--- src/rtl/alp_pkg.sv ---
// ----------------------------------------------------------------------------
// alp_pkg
// Shared types and constants for the aligned page locator: table sizes,
// field widths, result codes, register indexes and controller commands.
// ----------------------------------------------------------------------------
package alp_pkg;

  localparam int MAX_ALIGN_POINTS = 8;
  localparam int IDX_W            = $clog2(MAX_ALIGN_POINTS);
  localparam int CNT_W            = $clog2(MAX_ALIGN_POINTS + 1);
  localparam int ADDR_W           = 48;
  localparam int OFF_W            = 16;
  localparam int SHIFT_W          = 5;
  localparam int PSIZE_W          = OFF_W + 1;
  localparam int SECTOR_BITS      = 9;
  localparam int IN_TDATA_W       = 48;
  localparam int OUT_TDATA_W      = 72;

  localparam logic [SHIFT_W-1:0] SHIFT_MIN   = SHIFT_W'(9);
  localparam logic [SHIFT_W-1:0] SHIFT_MAX   = SHIFT_W'(16);
  localparam logic [SHIFT_W-1:0] SHIFT_RESET = SHIFT_W'(12);

  // Input item kind
  typedef enum logic {
    MODE_ADD    = 1'b0,
    MODE_LOCATE = 1'b1
  } mode_t;

  // Result status codes
  typedef enum logic [1:0] {
    RES_OK      = 2'd0,
    RES_PRESENT = 2'd1,
    RES_FULL    = 2'd2,
    RES_RANGE   = 2'd3
  } res_status_t;

  // Configuration register indexes
  typedef enum logic {
    CFG_PAGE_SHIFT   = 1'b0,
    CFG_BACKING_SIZE = 1'b1
  } cfg_idx_t;

  // Controller states
  typedef enum logic [2:0] {
    S_IDLE,
    S_WALK,
    S_FIN1,
    S_FIN2,
    S_DONE
  } state_t;

  // Commands from controller to datapath
  typedef struct packed {
    logic cap;   // capture the accepted item, restart the walk
    logic step;  // compare one table entry and advance
    logic fin1;  // add decision, or page base and offset
    logic fin2;  // range check for a locate
    logic load;  // move the result into the output register
  } alp_cmd_t;

  // Status from datapath to controller
  typedef struct packed {
    logic count_zero;
    logic walk_last;
    logic is_add;
    logic out_free;
  } alp_stat_t;

endpackage

--- src/rtl/alp_ctrl.sv ---
// ----------------------------------------------------------------------------
// alp_ctrl
// Sequencer for the locator: accepts one item, walks the alignment table
// one entry a cycle, runs the finishing steps and hands off the result.
// ----------------------------------------------------------------------------
module alp_ctrl (
  input  logic               clk,
  input  logic               rst_n,
  input  logic               in_fire,
  input  alp_pkg::alp_stat_t stat,
  output logic               in_ready,
  output alp_pkg::alp_cmd_t  cmd
);

  alp_pkg::state_t state_r;
  alp_pkg::state_t state_nxt;

  // State register
  always_ff @(posedge clk) begin
    if (!rst_n) begin
      state_r <= alp_pkg::S_IDLE;
    end else begin
      state_r <= state_nxt;
    end
  end

  // Next state
  always_comb begin
    state_nxt = state_r;
    case (state_r)
      alp_pkg::S_IDLE: begin
        if (in_fire) begin
          state_nxt = stat.count_zero ? alp_pkg::S_FIN1 : alp_pkg::S_WALK;
        end
      end
      alp_pkg::S_WALK: begin
        if (stat.walk_last) begin
          state_nxt = alp_pkg::S_FIN1;
        end
      end
      alp_pkg::S_FIN1: begin
        state_nxt = stat.is_add ? alp_pkg::S_DONE : alp_pkg::S_FIN2;
      end
      alp_pkg::S_FIN2: begin
        state_nxt = alp_pkg::S_DONE;
      end
      alp_pkg::S_DONE: begin
        if (stat.out_free) begin
          state_nxt = alp_pkg::S_IDLE;
        end
      end
      default: begin
        state_nxt = alp_pkg::S_IDLE;
      end
    endcase
  end

  // Outputs
  always_comb begin
    in_ready = 1'b0;
    cmd      = '0;
    case (state_r)
      alp_pkg::S_IDLE: begin
        in_ready = 1'b1;
        cmd.cap  = in_fire;
      end
      alp_pkg::S_WALK: begin
        cmd.step = 1'b1;
      end
      alp_pkg::S_FIN1: begin
        cmd.fin1 = 1'b1;
      end
      alp_pkg::S_FIN2: begin
        cmd.fin2 = 1'b1;
      end
      alp_pkg::S_DONE: begin
        cmd.load = stat.out_free;
      end
      default: begin
        in_ready = 1'b0;
      end
    endcase
  end

endmodule

--- src/rtl/alp_dp.sv ---
// ----------------------------------------------------------------------------
// alp_dp
// Datapath: configuration registers, alignment table, one shared compare
// unit for the walk, page arithmetic and the output register.
// ----------------------------------------------------------------------------
module alp_dp (
  input  logic                             clk,
  input  logic                             rst_n,
  input  alp_pkg::alp_cmd_t                cmd,
  output alp_pkg::alp_stat_t               stat,
  input  logic                             in_mode,
  input  logic [alp_pkg::ADDR_W-1:0]       in_location,
  input  logic                             cfg_fire,
  input  logic                             cfg_idx,
  input  logic [alp_pkg::ADDR_W-1:0]       cfg_value,
  output logic                             out_valid,
  input  logic                             out_ready,
  output logic [alp_pkg::OUT_TDATA_W-1:0]  out_data
);

  // Configuration
  logic [alp_pkg::SHIFT_W-1:0] page_shift_r;
  logic [alp_pkg::ADDR_W-1:0]  backing_size_r;

  // Table and walk state
  logic [alp_pkg::ADDR_W-1:0]  table_r [alp_pkg::MAX_ALIGN_POINTS];
  logic [alp_pkg::CNT_W-1:0]   count_r;
  logic [alp_pkg::IDX_W-1:0]   idx_r;
  logic                        found_r;
  logic [alp_pkg::ADDR_W-1:0]  best_r;
  logic                        mode_r;
  logic [alp_pkg::ADDR_W-1:0]  loc_r;

  // Page results
  logic [alp_pkg::ADDR_W-1:0]  base_r;
  logic [alp_pkg::OFF_W-1:0]   offset_r;
  alp_pkg::res_status_t        res_status_r;

  // Output register
  logic                        out_valid_r;
  alp_pkg::res_status_t        o_status_r;
  logic                        o_mis_r;
  logic [alp_pkg::ADDR_W-1:0]  o_base_r;
  logic [alp_pkg::OFF_W-1:0]   o_offset_r;

  logic [alp_pkg::ADDR_W-1:0]  entry;
  logic [alp_pkg::SHIFT_W-1:0] eff_shift;
  logic [alp_pkg::PSIZE_W-1:0] psize;
  logic [alp_pkg::OFF_W-1:0]   pmask;
  logic [alp_pkg::OFF_W-1:0]   best_phase;
  logic [alp_pkg::OFF_W-1:0]   offset_nxt;
  logic [alp_pkg::ADDR_W-1:0]  headroom;
  logic                        bad;
  logic                        mis;

  assign entry = table_r[idx_r];

  // Clamp page shift and derive page size and mask
  always_comb begin
    if (page_shift_r < alp_pkg::SHIFT_MIN) begin
      eff_shift = alp_pkg::SHIFT_MIN;
    end else if (page_shift_r > alp_pkg::SHIFT_MAX) begin
      eff_shift = alp_pkg::SHIFT_MAX;
    end else begin
      eff_shift = page_shift_r;
    end
    psize      = alp_pkg::PSIZE_W'(1) << eff_shift;
    pmask      = alp_pkg::OFF_W'(psize - alp_pkg::PSIZE_W'(1));
    best_phase = best_r[alp_pkg::OFF_W-1:0] & pmask;
    offset_nxt = (loc_r[alp_pkg::OFF_W-1:0] - best_phase) & pmask;
    headroom   = backing_size_r - base_r;
    bad        = (loc_r >= backing_size_r) ||
                 (headroom < alp_pkg::ADDR_W'(psize));
    mis        = (loc_r[alp_pkg::SECTOR_BITS-1:0] != '0);
  end

  // Status to the controller
  always_comb begin
    stat.count_zero = (count_r == '0);
    stat.walk_last  = ({1'b0, idx_r} == count_r - alp_pkg::CNT_W'(1));
    stat.is_add     = (mode_r == alp_pkg::MODE_ADD);
    stat.out_free   = !out_valid_r || out_ready;
  end

  // Configuration writes
  always_ff @(posedge clk) begin
    if (!rst_n) begin
      page_shift_r   <= alp_pkg::SHIFT_RESET;
      backing_size_r <= '0;
    end else if (cfg_fire) begin
      case (cfg_idx)
        alp_pkg::CFG_PAGE_SHIFT:   page_shift_r   <= cfg_value[alp_pkg::SHIFT_W-1:0];
        alp_pkg::CFG_BACKING_SIZE: backing_size_r <= cfg_value;
        default:                   page_shift_r   <= page_shift_r;
      endcase
    end
  end

  // Table fill count
  always_ff @(posedge clk) begin
    if (!rst_n) begin
      count_r <= '0;
    end else if (cmd.fin1 && (mode_r == alp_pkg::MODE_ADD) && !found_r &&
                 (count_r != alp_pkg::CNT_W'(alp_pkg::MAX_ALIGN_POINTS))) begin
      count_r <= count_r + alp_pkg::CNT_W'(1);
    end
  end

  // Store a new alignment point
  always_ff @(posedge clk) begin
    if (cmd.fin1 && (mode_r == alp_pkg::MODE_ADD) && !found_r &&
        (count_r != alp_pkg::CNT_W'(alp_pkg::MAX_ALIGN_POINTS))) begin
      table_r[count_r[alp_pkg::IDX_W-1:0]] <= loc_r;
    end
  end

  // Capture the item and walk the table
  always_ff @(posedge clk) begin
    if (cmd.cap) begin
      mode_r  <= in_mode;
      loc_r   <= in_location;
      idx_r   <= '0;
      found_r <= 1'b0;
      best_r  <= '0;
    end else if (cmd.step) begin
      idx_r <= idx_r + alp_pkg::IDX_W'(1);
      if (entry == loc_r) begin
        found_r <= 1'b1;
      end
      if ((entry <= loc_r) && (entry > best_r)) begin
        best_r <= entry;
      end
    end
  end

  // Finishing steps: add decision or page base, then range check
  always_ff @(posedge clk) begin
    if (cmd.fin1) begin
      offset_r <= offset_nxt;
      base_r   <= loc_r - alp_pkg::ADDR_W'(offset_nxt);
      if (found_r) begin
        res_status_r <= alp_pkg::RES_PRESENT;
      end else if (count_r == alp_pkg::CNT_W'(alp_pkg::MAX_ALIGN_POINTS)) begin
        res_status_r <= alp_pkg::RES_FULL;
      end else begin
        res_status_r <= alp_pkg::RES_OK;
      end
    end else if (cmd.fin2) begin
      res_status_r <= bad ? alp_pkg::RES_RANGE : alp_pkg::RES_OK;
    end
  end

  // Output register valid
  always_ff @(posedge clk) begin
    if (!rst_n) begin
      out_valid_r <= 1'b0;
    end else if (cmd.load) begin
      out_valid_r <= 1'b1;
    end else if (out_ready) begin
      out_valid_r <= 1'b0;
    end
  end

  // Output register payload; add results carry zero page fields
  always_ff @(posedge clk) begin
    if (cmd.load) begin
      o_status_r <= res_status_r;
      if (mode_r == alp_pkg::MODE_ADD) begin
        o_mis_r    <= 1'b0;
        o_base_r   <= '0;
        o_offset_r <= '0;
      end else begin
        o_mis_r    <= mis;
        o_base_r   <= base_r;
        o_offset_r <= offset_r;
      end
    end
  end

  assign out_valid = out_valid_r;
  assign out_data  = {5'b0, o_offset_r, o_base_r, o_mis_r, o_status_r};

endmodule

--- src/rtl/aligned_page_locator.sv ---
// ----------------------------------------------------------------------------
// aligned_page_locator
// Alignment point table with page locator: adds points, finds the page
// base and offset of a location and checks it against the backing store.
// ----------------------------------------------------------------------------
// Usage:
//   in_*   : one item per transfer. in_tuser is the mode (0 add point,
//            1 locate), in_tdata the 48-bit location.
//   out_*  : one result per input item: status, misaligned flag, page base
//            and page offset, in that order from bit 0 of out_tdata.
//   cfg_*  : register writes, index 0 page_shift, index 1 backing_size;
//            write only while the block is idle. cfg_ready is always high.
// Timing: one item at a time. After acceptance the table is walked one
//   entry per cycle through a single comparator, over all the stored
//   points (0 to 8); then the finishing steps run (FIN1, plus FIN2
//   for a locate) and the result is loaded. The next item is taken in the
//   cycle after the result is loaded.
// Reset: the table is emptied, page_shift returns to 12, backing_size to 0,
//   and no result is pending.
// Stalls: a result waits in the output register while out_tready is low;
//   the block still takes the next item, and holds its following result
//   back until the register frees.
// ----------------------------------------------------------------------------
module aligned_page_locator (
  input  logic                            clk,
  input  logic                            rst_n,
  input  logic                            in_tvalid,
  output logic                            in_tready,
  input  logic [alp_pkg::IN_TDATA_W-1:0]  in_tdata,   // [47:0] location
  input  logic                            in_tuser,   // [0] mode
  output logic                            out_tvalid,
  input  logic                            out_tready,
  // [1:0] status, [2] misaligned, [50:3] page_base, [66:51] page_offset,
  // [71:67] zero
  output logic [alp_pkg::OUT_TDATA_W-1:0] out_tdata,
  input  logic                            cfg_valid,
  output logic                            cfg_ready,
  input  logic                            cfg_index,
  input  logic [alp_pkg::ADDR_W-1:0]      cfg_data
);

  alp_pkg::alp_cmd_t  cmd;
  alp_pkg::alp_stat_t stat;
  logic               in_ready;
  logic               in_fire;
  logic               cfg_fire;

  assign in_tready = in_ready;
  assign in_fire   = in_tvalid && in_ready;
  assign cfg_ready = 1'b1;
  assign cfg_fire  = cfg_valid;

  // Sequencer
  alp_ctrl u_ctrl (
    .clk      (clk),
    .rst_n    (rst_n),
    .in_fire  (in_fire),
    .stat     (stat),
    .in_ready (in_ready),
    .cmd      (cmd)
  );

  // Table, arithmetic and output register
  alp_dp u_dp (
    .clk         (clk),
    .rst_n       (rst_n),
    .cmd         (cmd),
    .stat        (stat),
    .in_mode     (in_tuser),
    .in_location (in_tdata),
    .cfg_fire    (cfg_fire),
    .cfg_idx     (cfg_index),
    .cfg_value   (cfg_data),
    .out_valid   (out_tvalid),
    .out_ready   (out_tready),
    .out_data    (out_tdata)
  );

endmodule

--- config.mk ---
export PLATFORM = sky130hd
export DESIGN_NAME = aligned_page_locator
export DESIGN_NICKNAME = d
export VERILOG_FILES = /design/src/rtl/alp_pkg.sv /design/src/rtl/alp_ctrl.sv /design/src/rtl/alp_dp.sv /design/src/rtl/aligned_page_locator.sv
export SDC_FILE = /design/constraint.sdc
export NUM_CORES = 1
export LEC_CHECK = 0
export BUFFER_PORTS_ARGS = -buffer_cell sky130_fd_sc_hd__buf_4
export CAP_MARGIN = 10
export CORE_AREA = 2 2 264 266
export DETAILED_ROUTE_END_ITERATION = 6
export DIE_AREA = 0 0 266 268
export PLACE_DENSITY = 0.69
export SYNTH_ARGS = -nofsm -noshare
export SYNTH_HDL_FRONTEND = slang
export SYNTH_SLANG_ARGS = --single-unit
--- constraint.sdc ---
create_clock -name clk -period 5.1 [get_ports clk]
set_input_delay 0.51 -clock clk [delete_from_list [all_inputs] [get_ports clk]]
set_output_delay 0.51 -clock clk [all_outputs]
set_load 0.03 [all_outputs]
==> results.ini, run 1 <==
[outcome]
status=complete, no violations

[synth]
synth_area_um2=33900
yosys.area.top_type=edfxtp_1
synth_edf_count=566
synthCells=2735
synth-seq-cells=682
synth.avg_cell_area_um2=12.4
synth_ff_type=edfxtp_1
async_reset_ff_frac=0
ys_types=75
synth_area_leaders=edfxtp_1, ha_1, dfxtp_1, mux4_2, nand2_1
yosysTopAreaCellShare=0.501
ys_warn_count=0
ys_seq_area_frac=0.570

[detailed_routing]
drc=0
wl_per_cell_um=23.2
viasPerCell=5.85
routed_wl_um=91800
drt-pass1-iter-count=5
drtIter0Drc=2295
num_vias=23100
antenna_left=0

[sta]
maxSlewHeadroom=0.306
worst_clock_skew_ns=0.0189
fin_crit_sh=0.943
fin_ws_ns=0.292
grt_setup_unrepaired=false
hold_violations=0
maxSlewViolCount=0
fin_crit_ns=4.81
worstMarginPinSlew_ns=1.04
fmax_mhz=208
setup_viol=0

[clock_network]
clk_pin_slew_ns=0.06
cts_sinks=682
cts_root_buf=clkbuf_16
clock_latency_ns=0.63
h-tree-depth=3
hold_buffers=0
cts_buffer_depth=3
cts_tree=done
cts_buffers=75

[floorplanning]
core_area_um2=68200
die_h_um=268
die_area_um2=71300
fp.dieW_um=266
ios=178
initial_utilization=0.497
num_rows=96

[layout]
num-fill-cells=5383
stdcell_area_um2=39500
antenna_cells=0
fin_nets=3357
final_common_cell=edfxtp_1
seq_area_um2=19300
drive_gt1_frac=0.194
area_delta_synth_final_pct=16.5
multi_input_area_um2=13500
final_cell_mix=edfxtp_1, buf_4, nand2_1, ha_1, inv_1

[placed_design]
port_buffers=171
dp_hpwl_um=65200
place_ws_ns=0.0988
place_area_um2=36900
place.gp.congestion=0.987

[critical_path]
slowest_stage=dfxtp_4
end_kind=register
regToRegSetupSlack_ns=0.29
slowest_delay_ns=0.59
cp.arrival_ns=5.33
timing.rr.end=u_dp.best_r[39]$_SDFFE_PP0P_
setup.worst_path.class=register to register
start_kind=register
crit_fanout=64
required_ns=5.62
worstRegToRegCells=14
worstPathCellList=mux4_2 > mux2_2 > ha_1 > nand4_1 > or2_2 > or4_1 > or3_1 > nor3_1 > and2_1 > a21boi_0 > o211ai_1 > buf_12 > nor2_1 > a211oi_1

[grt]
grt_max_degree=67
grt_pass1_vias=22800
antenna_found_initial=2
grt_pass1_wl_um=138000
grt_util_all_layers=0.258
overflow=0

[worst_hold_path]
holdCritStartpoint=in_tdata[24]
hold_depth=1
worstHoldPathType=input port to register
hold-path-endpoint=u_dp.loc_r[24]$_DFFE_PP_

[power_and_ir_drop]
total_leakage_power_uw=0.0148
vdd_drop_max_v=0.000261
power_density_nw_per_um2=443

[flow_run]
maxCapViolCount=0

[how the worst max path moves through the flow]
stage | cells after the start | end | slack, ns
detailed placement | 22 | u_dp.base_r[42]$_DFFE_PN_ | 0.1
floorplan | 7 | u_dp.table_r[0][0]$_DFFE_PP_ | -0.39
finish | 14 | u_dp.best_r[39]$_SDFFE_PP0P_ | 0.29
global route | 21 | u_dp.base_r[45]$_DFFE_PN_ | 0.01
CTS | 21 | u_dp.base_r[41]$_DFFE_PN_ | 0.02
global placement | 22 | u_dp.base_r[42]$_DFFE_PN_ | 0.24
[cell families after synthesis]
logic type / synth area share
AOI/OAI and AO/OA: 0.0934
xor gates and xnor gates: 0.0235
adders and majority gates: 0.0910
buffers and inverters: 0.0377
DFF: 0.570
muxes: 0.0823
other: 0.000221
and+or+nand+nor: 0.102
[cell type report]
cell class | count | share of cell area
sequential | 682 | 0.489
multi-input combinational | 1733 | 0.342
timing repair buffer | 283 | 0.0554
clock buffer | 94 | 0.0513
tap | 882 | 0.0279
inverter | 234 | 0.0222
clock inverter | 46 | 0.0121
[sequential cells by signal, indices dropped and copies added, names as in the netlist, 2 cells and up, named ones only]
signal and flops:
u_dp.offset_r 16, u_dp.best_r 48, u_dp.idx_r 3, u_dp.o_offset_r 16, u_dp.page_shift_r 5, u_dp.count_r 4
u_dp.o_base_r 48, u_dp.backing_size_r 48, u_dp.res_status_r 2, u_dp.o_status_r 2, u_dp.loc_r 48, u_dp.base_r 48
u_dp.table_r 384, u_ctrl.state_r 3
[critical path, delay by kind of cell (launching register included)]
kind | cells | cell delay [ns]
buffers and inverters | 1 | 0.30
muxes | 2 | 0.88
adders and majority gates | 1 | 0.31
DFF | 1 | 0.59
and+or+nand+nor | 7 | 2.06
AOI/OAI and AO/OA | 3 | 0.52
[per-stage QoR]
stage          power [uW]  TNS [ns]  instances  hold WS [ns]  utilization
4_1_cts             17500         0       3946        0.0247        0.577
6_report            17500         0       3954        0.0486        0.579
2_1_floorplan       10400    -36.82       2749         0.400            -
3_5_place_dp        12100         0       3806         0.439        0.540
3_3_place_gp        11900         0       3806         0.452        0.540
5_1_grt             18400         0       3954        0.0361        0.579
[synthesized netlist by cell type (5+ instances only)]
cell type / instances
mux2_2: 48
o31ai_1: 6
mux4_2: 96
nor2b_1: 28
o2111ai_1: 5
dfxtp_1: 116
a2111oi_0: 6
nor3_1: 35
o22ai_1: 5
nor2_1: 156
o211ai_1: 11
inv_1: 233
a21o_1: 64
a211oi_1: 13
o21a_1: 25
edfxtp_1: 566
xnor2_1: 65
or3_1: 8
nand3_1: 65
buf_1: 10
buf_4: 7
or4_1: 6
or2_2: 6
and3_1: 10
a21oi_1: 124
xor2_1: 26
o21bai_1: 7
a31oi_1: 6
and2_1: 30
o21ai_0: 137
nand2_1: 266
a21boi_0: 59
nand4_1: 49
nand2b_1: 25
mux2i_1: 9
ha_1: 242
nor4_1: 16
clkbuf_1: 83
[power breakdown]
group	internal [uW]	total, uW	switching, uW
logic	2160	5080	2920
registers	6650	6980	322
clock network	3170	5470	2300
total	12000	17500	5540
[what timing repair did]
item / CTS / global route
gates resized for setup: 0 / 26
hold endpoints to repair: 0 / 0
endpoints found under the setup margin: 0 / 59
buffers inserted: 0 / 8
[routing by layer]
layer  GRT usage  vias up  wire length [um]
met2       0.421      900             43300
met1       0.368    11500             40500
met5           0        -                 0
met4      0.0691        0              1650
li1            -    10600                 -
met3      0.0308      111              6360
Power figures use the tool's default switching activity.
==> run 2: changes to the inputs <==
--- a/config.mk
+++ b/config.mk
@@ -5,12 +5,13 @@
 export SDC_FILE = /design/constraint.sdc
 export NUM_CORES = 1
 export LEC_CHECK = 0
+export ABC_CLOCK_PERIOD_IN_PS = 5100
 export BUFFER_PORTS_ARGS = -buffer_cell sky130_fd_sc_hd__buf_4
 export CAP_MARGIN = 10
-export CORE_AREA = 2 2 264 266
+export CORE_AREA = 2 2 295 297
+export CTS_CLUSTER_DIAMETER = 40
 export DETAILED_ROUTE_END_ITERATION = 6
-export DIE_AREA = 0 0 266 268
-export PLACE_DENSITY = 0.69
+export DIE_AREA = 0 0 297 299
 export SYNTH_ARGS = -nofsm -noshare
 export SYNTH_HDL_FRONTEND = slang
 export SYNTH_SLANG_ARGS = --single-unit
==> results.ini, run 2 (same netlist as run 1, synthesis figures left out) <==
[power_and_ir_drop]
switching_power_uw=5980  ; +7.9%
pwr-share-comb=0.264  ; -0.026
power.total_uw=19000  ; +8.5%
power_density_nw_per_um2=464  ; +4.7%
seq_power_share=0.367  ; -0.031
vdd_drop_max_v=0.000309  ; +18%
total_leakage_power_uw=0.0152  ; +3.1%
clkPwrFrac=0.368  ; +0.056
swShare=0.314  ; -0.00178
p_int_uw=13000  ; +8.8%

[floorplanning]
die_h_um=299  ; +12%
initial_utilization=0.395  ; -0.102
core_area_um2=85900  ; +26%
fp.dieW_um=297  ; +12%
die_area_um2=88800  ; +25%
num_rows=108  ; +13%
ios=178  ; unchanged

[detailed_routing]
antenna_left=0  ; unchanged
wl_per_cell_um=21.9  ; -5.5%
drc=0  ; unchanged
viasPerCell=5.35  ; -8.5%
drt-pass1-iter-count=5  ; unchanged
num_vias=22900  ; -0.76%
drtIter0Drc=1918  ; -16%
routed_wl_um=94100  ; +2.4%

[placed_design]
port_buffers=171  ; unchanged
place.gp.congestion=0.945  ; -4.2%
place_inst=4059  ; +6.6%
dp_hpwl_um=67800  ; +3.9%

[layout]
final_cell_mix=edfxtp_1, nand2_1, buf_4, ha_1, inv_1
seq_area_um2=19300  ; about the same
final_cell_count_no_fill=4287  ; +8.4%
fin_nets=3391  ; +1.0%
final_common_cell=edfxtp_1
drive_gt1_frac=0.194  ; about the same
multi_input_area_um2=13500  ; -0.24%
area_delta_synth_final_pct=20.8
num-fill-cells=7668  ; +42%
antenna_cells=0  ; unchanged
fin_util=0.477  ; -0.103
largest_register_ffs=384  ; unchanged

[critical_path]
crit_fanout=6  ; -91%
setup.worst_path.class=register to register
cp.arrival_ns=5.20  ; -0.13 ns
regToRegSetupSlack_ns=0.32  ; +0.03 ns
cp-startpoint=u_dp.best_r[1]$_SDFFE_PP0P_
start_kind=register
timing.rr.start=u_dp.best_r[1]$_SDFFE_PP0P_
worstRegToRegCells=23  ; +9
end_kind=register
timing.rr.end=u_dp.base_r[42]$_DFFE_PN_
required_ns=5.52  ; -0.10 ns

[worst_hold_path]
hold-path-endpoint=u_dp.loc_r[36]$_DFFE_PP_
hold_depth=1  ; unchanged
holdCritStartpoint=in_tdata[36]
worstHoldPathType=input port to register

[outcome]
status=complete, no violations

[clock_network]
h-tree-depth=3  ; unchanged
cts_tree=done
cts_buffer_depth=3  ; unchanged
cts_root_buf=clkbuf_16
clk_pin_slew_ns=0.06  ; about the same
cts_buffers=101  ; +35%
cts_sinks=682  ; unchanged
clock_latency_ns=0.66  ; +0.03 ns

[sta]
worstMarginPinSlew_ns=0.975  ; -0.0642 ns
setup_viol=0  ; unchanged
fin_crit_sh=0.938  ; -0.00533
hold_violations=0  ; unchanged
maxSlewViolCount=0  ; unchanged
fmax_mhz=209  ; +0.57%
maxSlewHeadroom=0.350  ; +0.0443
fin_crit_ns=4.78  ; -0.0272 ns
worst_clock_skew_ns=0.0319  ; +0.0130 ns

[grt]
grt_util_all_layers=0.209  ; -0.0488
grt_pass1_wl_um=141000  ; +2.1%
grt_pass1_vias=22900  ; +0.38%
overflow=0  ; unchanged
antenna_found_initial=0  ; -2
grt_max_degree=88  ; +31%

[flow_run]
maxCapViolCount=0  ; unchanged

[run 2: cell count changes in the layout (fill, tap and decap cells not counted), moves of 4 or more]
cell	delta
dlygate4sd3_1	+35
clkinv_2	-9
clkbuf_8	-4
clkbuf_16	+26
clkinv_4	+5
inv_6	+11
inv_8	+8
buf_4	-26
clkinvlp_4	+4
[run 2: per-stage QoR]
| stage | TNS [ns] | hold WS [ns] | setup slack (ns) | instance area [um2] |
|---|---|---|---|---|
| 3_3_place_gp | 0 | 0.452 | 0.246 | 37100 |
| 6_report | 0 | 0.0301 | 0.319 | 41000 |
| 5_1_grt | -0.109 | 0.00461 | -0.0520 | 41000 |
| 3_5_place_dp | 0 | 0.459 | 0.118 | 37100 |
| 2_1_floorplan | -36.82 | 0.400 | -0.394 | 34000 |
| 4_1_cts | 0 | 0.000159 | 0.0980 | 40900 |
[run 2: cell type report]
cell class	instances	share of cell area
Sequential cell	682	0.472
Multi-Input combinational cell	1733	0.329
Clock buffer	119	0.0643
Timing Repair Buffer	291	0.0570
Tap cell	1155	0.0353
Inverter	234	0.0215
Clock inverter	73	0.0213
[run 2: worst max-delay path, stage by stage (launching register included)]
cell,delay (ns)
dfxtp_1,0.36
nand2b_1,0.09
ha_1,0.27
nor2b_1,0.13
o21ai_1,0.16
a21boi_1,0.10
o21a_1,0.19
o21ai_2,0.15
a211oi_2,0.10
o211ai_1,0.35
a311oi_2,0.17
a31oi_1,0.19
xnor2_1,0.12
nand2b_1,0.16
ha_1,0.26
or4_4,0.56
nor3_1,0.15
buf_4,0.17
nand4b_4,0.12
nor2_4,0.14
nand2_4,0.10
nor3_4,0.23
nand3_1,0.12
xnor2_1,0.14
[run 2: worst max-delay path by stage]
| stage | to | slack [ns] | cells after the start |
|---|---|---|---|
| floorplan | u_dp.table_r[0][0]$_DFFE_PP_ | -0.39 | 7 |
| global placement | u_dp.base_r[32]$_DFFE_PN_ | 0.25 | 21 |
| detailed placement | u_dp.base_r[42]$_DFFE_PN_ | 0.12 | 23 |
| CTS | u_dp.base_r[42]$_DFFE_PN_ | 0.1 | 23 |
| global route | u_dp.base_r[42]$_DFFE_PN_ | -0.05 | 23 |
| finish | u_dp.base_r[42]$_DFFE_PN_ | 0.32 | 23 |
[run 2: per-layer routing]
metal  track usage  wire [um]
met5             0          0
met2         0.344      44500
met1         0.288      41900
met3        0.0311       5510
met4        0.0599       2160
[run 2: power groups by stage]
stage          Sequential [uW]  Clock, uW  Combinational [uW]
6_report                  6990       7010                5020
5_1_grt                   7040       7400                5550
4_1_cts                   6990       7140                5010
3_5_place_dp              7100          0                4960
3_3_place_gp              7090          0                4850
2_1_floorplan             7040          0                3400
[run 2: repair_timing]
action	CTS	global route
endpoints found under the setup margin	0	23
resized for setup	0	13
setup buffers	0	1
hold buffers	35	0
endpoints found under the hold margin	35	0
